[config.mk]
export PLATFORM = sky130hd
export DESIGN_NAME = cdcs_ctrl
export DESIGN_NICKNAME = d
export VERILOG_FILES = /design/src/hdl/cdcs_pkg.sv /design/src/hdl/cdcs_ctrl.sv
export SDC_FILE = /design/constraint.sdc
export NUM_CORES = 1
export LEC_CHECK = 0
export ABC_AREA = 1
export ABC_CLOCK_PERIOD_IN_PS = 1800
export BUFFER_PORTS_ARGS = -buffer_cell sky130_fd_sc_hd__buf_2
export CELL_PAD_IN_SITES_DETAIL_PLACEMENT = 1
export CELL_PAD_IN_SITES_GLOBAL_PLACEMENT = 2
export CORE_MARGIN = 5
export CORE_UTILIZATION = 19
export DETAILED_ROUTE_END_ITERATION = 12
export PLACE_DENSITY = 0.71
export SYNTH_ARGS = -nofsm -noshare
export SYNTH_HDL_FRONTEND = slang
export SYNTH_SLANG_ARGS = --single-unit
[constraint.sdc]
create_clock -name clk -period 1.8 [get_ports clk]
set_clock_uncertainty 0.2 [all_clocks]
set_input_delay 0.54 -clock clk [delete_from_list [all_inputs] [get_ports clk]]
set_output_delay 0.54 -clock clk [all_outputs]
set_load 0.005 [all_outputs]
[src/hdl/cdcs_pkg.sv]
// cdcs_pkg: shared types, widths and the sigmoid table for the causal
// depthwise convolution with silu block
// no dependencies
`timescale 1ns / 1ps

package cdcs_pkg;

	localparam int CHANNELS_DEF = 64;
	localparam int KERNEL_DEF   = 4;

	localparam int VAL_W   = 16;
	localparam int CHAN_W  = 6;
	localparam int TAPF_W  = 2;
	localparam int ACC_W   = 37;
	localparam int SUM_W   = 24;
	localparam int SIG_N   = 1024;
	localparam int SIG_C   = 512;
	localparam int IDX_W   = 10;
	localparam int PROD_W  = SUM_W + VAL_W + 1;

	typedef enum logic [1:0] {
		ACT_WEIGHT = 2'd0,
		ACT_BIAS   = 2'd1,
		ACT_PUSH   = 2'd2,
		ACT_CLEAR  = 2'd3
	} act_t;

	typedef struct packed {
		logic wr_weight;
		logic wr_bias;
		logic latch;
		logic clr_step;
		logic clr_bias;
		logic rd;
		logic mac;
		logic rnd;
		logic lut;
		logic mul;
		logic load_out;
	} cmd_t;

	typedef struct packed {
		act_t action;
		logic ch_ok;
		logic tap_ok;
		logic clr_last;
		logic tap_last;
	} sts_t;

	typedef logic [15:0] sig_rom_t [SIG_N];

	// restoring long division, only used while building the table
	function automatic logic [63:0] udiv64(input logic [63:0] num, input logic [63:0] den);
		logic [64:0] rem;
		logic [63:0] quo;
		int i;
		rem = '0;
		quo = '0;
		for (i = 63; i >= 0; i--) begin
			rem = {rem[63:0], num[i]};
			if (rem >= {1'b0, den}) begin
				rem    = rem - {1'b0, den};
				quo[i] = 1'b1;
			end
		end
		return quo;
	endfunction

	// sigmoid in q0.16 over [-8,8) at 1/64 steps, built at elaboration
	function automatic sig_rom_t build_sig_rom();
		sig_rom_t tab;
		logic [63:0] term;
		logic [63:0] r62;
		logic [63:0] r32;
		logic [63:0] e;
		logic [63:0] d;
		int n;
		int k;
		term = 64'd1 << 62;
		r62  = term;
		for (n = 1; n < 20; n++) begin
			term = udiv64(term, 64'(64 * n));
			if ((n & 1) != 0)
				r62 = r62 - term;
			else
				r62 = r62 + term;
		end
		r32 = (r62 + (64'd1 << 29)) >> 30;
		e   = 64'd1 << 32;
		for (k = 0; k <= SIG_C; k++) begin
			d = (64'd1 << 32) + e;
			if (k < SIG_C)
				tab[SIG_C + k] = 16'(udiv64((64'd1 << 48) + (d >> 1), d));
			if (k > 0)
				tab[SIG_C - k] = 16'(udiv64((e << 16) + (d >> 1), d));
			e = (e * r32 + (64'd1 << 31)) >> 32;
		end
		return tab;
	endfunction

	localparam sig_rom_t SIG_ROM = build_sig_rom();

endpackage

[src/hdl/cdcs_ctrl.sv]
// cdcs_ctrl: controller state machine, sequences clearing, memory read, tap accumulation,
// rounding, table lookup, multiply and output load; depends on cdcs_pkg
`timescale 1ns / 1ps

module cdcs_ctrl (
	input  logic           clk,
	input  logic           arst_n,
	input  logic           in_valid,
	output logic           in_ready,
	input  logic           out_ready,
	output logic           out_valid,
	input  cdcs_pkg::sts_t sts,
	output cdcs_pkg::cmd_t cmd
);
	import cdcs_pkg::*;

	typedef enum logic [2:0] {
		ST_IDLE,
		ST_CLR,
		ST_RD,
		ST_MAC,
		ST_RND,
		ST_LUT,
		ST_MUL,
		ST_FIN
	} state_t;

	state_t state_q;
	logic   bias_clr_q;
	logic   out_valid_q;
	logic   accept;
	logic   out_free;

	assign in_ready  = (state_q == ST_IDLE);
	assign out_valid = out_valid_q;
	assign accept    = in_valid && in_ready;
	assign out_free  = !out_valid_q || out_ready;

	always_comb begin
		cmd = '0;
		case (state_q)
			ST_IDLE: begin
				cmd.wr_weight = accept && sts.action == ACT_WEIGHT && sts.ch_ok && sts.tap_ok;
				cmd.wr_bias   = accept && sts.action == ACT_BIAS && sts.ch_ok;
				cmd.latch     = accept && sts.action == ACT_PUSH && sts.ch_ok;
			end
			ST_CLR: begin
				cmd.clr_step = 1'b1;
				cmd.clr_bias = bias_clr_q;
			end
			ST_RD:  cmd.rd  = 1'b1;
			ST_MAC: cmd.mac = 1'b1;
			ST_RND: cmd.rnd = 1'b1;
			ST_LUT: cmd.lut = 1'b1;
			ST_MUL: cmd.mul = 1'b1;
			ST_FIN: cmd.load_out = out_free;
			default: cmd = '0;
		endcase
	end

	always_ff @(posedge clk or negedge arst_n) begin
		if (!arst_n) begin
			state_q     <= ST_CLR;
			bias_clr_q  <= 1'b1;
			out_valid_q <= 1'b0;
		end else begin
			if (cmd.load_out)
				out_valid_q <= 1'b1;
			else if (out_ready)
				out_valid_q <= 1'b0;
			case (state_q)
				ST_IDLE: begin
					if (accept && sts.action == ACT_CLEAR)
						state_q <= ST_CLR;
					else if (cmd.latch)
						state_q <= ST_RD;
				end
				ST_CLR: begin
					if (sts.clr_last) begin
						state_q    <= ST_IDLE;
						bias_clr_q <= 1'b0;
					end
				end
				ST_RD:  state_q <= ST_MAC;
				ST_MAC: begin
					if (sts.tap_last)
						state_q <= ST_RND;
				end
				ST_RND: state_q <= ST_LUT;
				ST_LUT: state_q <= ST_MUL;
				ST_MUL: state_q <= ST_FIN;
				ST_FIN: begin
					if (out_free)
						state_q <= ST_IDLE;
				end
				default: state_q <= ST_IDLE;
			endcase
		end
	end

endmodule

Word-level counts from Yosys, hierarchy flattened
Cells that the tools add are included.
{ "word_totals": {"word_cells": 49, "register_bits": 5, "output_inout_bits": 13} }
{ "classes": {"reduce_logical": 16, "mux": 16, "n_eq_ne": 14} }
{ "op_table": {"columns": ["cell", "n"], "rows": [
  ["3-bit case mux with 8 select lines", 1],
  ["3-bit two-way mux", 6],
  ["3-bit == test, second input constant", 4],
  ["1-bit logical AND", 9],
  ["1-bit two-way mux", 8],
  ["3-bit by 2-bit == test with 1-bit output, second input constant", 2],
  ["2-bit != test, second input constant", 3],
  ["2-bit == test, second input constant", 2],
  ["4-bit AND reduction", 1],
  ["3-bit by 1-bit == test with 1-bit output, second input constant", 1],
  ["3-bit zero test", 1],
  ["3-bit by 1-bit != test with 1-bit output, second input constant", 1],
  ["2-bit by 1-bit == test with 1-bit output, second input constant", 1],
  ["2-bit zero test", 1],
  ["2-bit two-way mux", 1],
  ["2-bit AND reduction", 1],
  ["2-bit nonzero test", 1],
  ["1-bit zero test", 1],
  ["1-bit logical OR", 1]
]} }

Logic depth before layout (Yosys ltp)
{ "depth": {"depth_word": 9, "ltp_mapped": 7, "ltp_nobuf": 7} }

Least setup slack after synthesis
No wires, ideal clock.
{ "synth_timing": {"kind": "register to output", "start": "register state_q[2]", "end": "output port cmd[10] (netlist bit)", "setup_slack_ns": 0.150, "stages_incl_launch_ff": 6, "arrival_ns": 0.910, "n_path_buf": 0, "required_time_ns": 1.060, "path_cell_list": "dfrtp_1 > inv_2 > nand2_2 > inv_2 > nand2_1 > nor3_1"} }
{ "synth_lines": {"columns": ["item", "line", "text"], "rows": [
  ["from (decl)", "cdcs_ctrl.sv:28", "state_t state_q;"],
  ["from (signal assigned)", "cdcs_ctrl.sv:63", "state_q <= ST_CLR;"],
  ["from (signal assigned)", "cdcs_ctrl.sv:74", "state_q <= ST_CLR;"],
  ["from (signal assigned)", "cdcs_ctrl.sv:76", "state_q <= ST_RD;"],
  ["to (decl)", "cdcs_ctrl.sv:13", "output cdcs_pkg::cmd_t cmd"]
]} }

==> flow_metrics.py <==
metrics = {
    "floorplanning": {
        "die_width_um": 55.62,
        "row_count": 16,
        "die_h_um": 55.62,
        "io_pins": 23,
        "initial_core_util": 0.1995,
        "die_area_mm2": 0.003093,
        "design.core.area_mm2": 0.001982,
    },
    "final_layout": {
        "instances_no_fill": 130,
        "area_growth_pct": 77.22,
        "drive_gt1_frac": 0.5340,
        "antennaDiodeCount": 0,
        "finish.instance_area_um2": 700.7,
        "nets": 114,
    },
    "power_and_ir_drop": {
        "vdd_ir_drop_max_uv": 325.1,
        "powerDensity_mw_per_mm2": 1276,
        "p_leak_nw": 0.4250,
    },
    "critical_path": {
        "crit_buf_inv": 2,
        "cp-end-kind": "output port",
        "path_cells": "nor2_2, nand2_2, inv_2, nand2_4, nor3_2, buf_2",
        "crit_type": "reg -> out",
        "critPathArrivalTime_ps": 1230,
        "critPathMaxFanout": 4,
        "critPathSlowestCell": "dfstp_2",
        "start_kind": "register",
        "critPathMaxStageDelay_ps": 560,
        "cp_top_family": "flip-flops",
        "cp.required_ps": 1060,
    },
    "grt": {
        "antenna_found_initial": 0,
        "overflow": 0,
        "grt_pass1_wl_um": 2311,
        "track_usage": 0.09496,
        "grt_pass1_vias": 581,
        "grt_max_degree": 7,
    },
    "synthesis": {
        "synth_largest_area_cell": "dfrtp_1",
        "synth_seq_area_share": 0.3228,
        "syn-num-nets": 75,
        "synth.most_common_cell": "inv_1",
        "synth_edf_count": 0,
        "yosysUniqueCellTypes": 15,
        "yosys_warnings": 0,
        "synth_area_leaders": "dfrtp_1 19%, inv_1 14%, dfstp_2 13%",
        "synth_area_um2": 395.4,
        "syn_area_per_cell_um2": 6.083,
        "netlist.area_leader.share": 0.1899,
        "synthArstFlopShare": 1.000,
        "syn_inst": 65,
        "synth_ff_type": "dfrtp_1",
        "yosys-top-cells-count": "15 x inv_1, 14 x nand2_1, 9 x nor2_1",
        "ys_seq_elements": 5,
    },
    "clocking": {
        "htree_levels": 1,
        "clock_sinks": 5,
        "root_buffer": "clkbuf_4",
        "clockBufferDepth": 2,
        "clkTransAtPathRegs_ps": 40,
        "cts_tree": "yes",
        "clock_latency_ps": 240,
        "cts_buffers": 3,
    },
    "timing": {
        "rsz0062_at_grt": "yes",
        "worst_pin_slew_ps": 188.1,
        "fin_crit_sh": 1.095,
        "setup_violations": 12,
        "hold_viol": 0,
        "max_freq_mhz": 507.2,
        "worst_slack_ps": -171.6,
        "period_needed_ps": 1972,
        "finalMaxSlewViolations": 0,
        "fin_tns_setup_ps": -1480,
        "slew_headroom": 0.8733,
    },
    "routing": {
        "drtIter0Drc": 5,
        "drcViolationCount": 0,
        "antenna_left": 0,
        "post_drt_wl_per_cell_um": 9.654,
        "via_per_inst": 3.900,
        "postRouteWirelength_um": 1255,
        "dr.pass1.iters": 4,
        "vias": 507,
    },
    "placement": {
        "gp_congestion": 0.6559,
        "port_buffers": 22,
        "hpwl_um": 1059,
        "place_inst": 120,
        "placed_area_um2": 584.3,
    },
    "outcome": {
        "status": "finished, violations left",
        "violations": "setup timing",
    },
    "worst_hold_path": {
        "worstHoldPathType": "reg -> reg",
    },
    "flow_run": {
        "drv_cap": 0,
    },
}
cell type report:
class	count	area, um^2
multi-input cells	43	236.5
clock buffers	4	26.28
fillers	272	1281
flip-flops and latches	5	127.6
repair buffers	34	212.7
inverters	17	63.81
well taps	27	33.78
worst paths after layout:
check	from	to	slack (ps)	cells past startpoint
setup / recovery	state_q[0]	cmd[10]	-170	6
hold / removal	bias_clr_q	bias_clr_q	250	2
setup reg to reg	state_q[0]	state_q[1]	290	9
hold reg to reg	bias_clr_q	bias_clr_q	250	2
max in group asynchronous	arst_n	state_q[0]	740	2
min in group asynchronous	arst_n	out_valid	450	2
placed cells by master, fill, tap and decap left out:
cell,synthesis,routed
a21oi_1,2,2
buf_2,0,21
buf_4,0,10
buf_6,0,2
clkbuf_1,0,1
clkbuf_4,0,3
dfrtp_1,3,3
dfstp_2,2,2
dlygate4sd3_1,0,1
inv_1,15,12
inv_2,2,5
nand2_1,14,11
nand2_2,2,4
nand2_4,0,1
nand3_1,5,4
nand3_2,1,1
nand3_4,0,1
nor2_1,9,8
nor2_2,3,4
nor3_1,2,1
nor3_2,0,1
o211ai_1,1,1
o21ai_0,3,3
xor2_1,1,1
through the flow:
stage	power (mW)	hold slack (ps)	utilization	setup slack (ps)
after floorplan	0.4294	44.41	-	149.8
after global placement	0.6189	155.3	0.2948	-14.62
after detailed placement	0.6313	159.6	0.2948	-19.64
after CTS	0.8891	256.4	0.3460	-172.3
after global routing	0.9951	250.8	0.3535	-266.6
final	0.8941	254.3	0.3535	-171.6
power breakdown:
part	total, mW	switching, mW	leakage (nW)	internal (mW)
logic	0.586	0.305	0.349	0.281
clock network	0.127	0.0437	0.0150	0.0837
registers	0.181	0.0268	0.0608	0.154
repair_timing:
item / in CTS / in global routing
cloned: 0 / 0
pin swaps: 1 / 3
hold buffers: 1 / 0
endpoints found under the hold margin: 3 / 0
endpoints found under the setup margin: 12 / 12
resized for setup: 9 / 4
buffers inserted: 5 / 0
registers in the layout, indices dropped and copies added, names as in the netlist:
name,cells
state_q,3
bias_clr_q,1
out_valid,1
metal layers:
layer	wire (um)	vias up	GRT usage
li1	-	271	-
met1	515	218	0.09889
met2	651	16	0.1672
met3	77	2	0.01624
met4	10	0	0.07292
met5	0	-	0
worst reg2reg max path: stages, from the launching register on:
cell     delay [ps]
dfstp_2         560
buf_4           120
inv_1            50
nand2_2          80
buf_4           100
nand2_1          50
inv_1            50
nand2_1          60
nand3_1          80
nand2_1          60
kinds of logic (layout without fill, tap and decap cells):
kind of cell / after synthesis / count (layout) / share of synthesized area
buffers and inverters: 17 / 55 / 0.1614
AO/OA/AOI/OAI: 6 / 6 / 0.08228
XOR/XNOR: 1 / 1 / 0.02216
AND/OR/NAND/NOR: 36 / 36 / 0.4114
flip-flops: 5 / 5 / 0.3228
(Power assumes the default switching activity.)
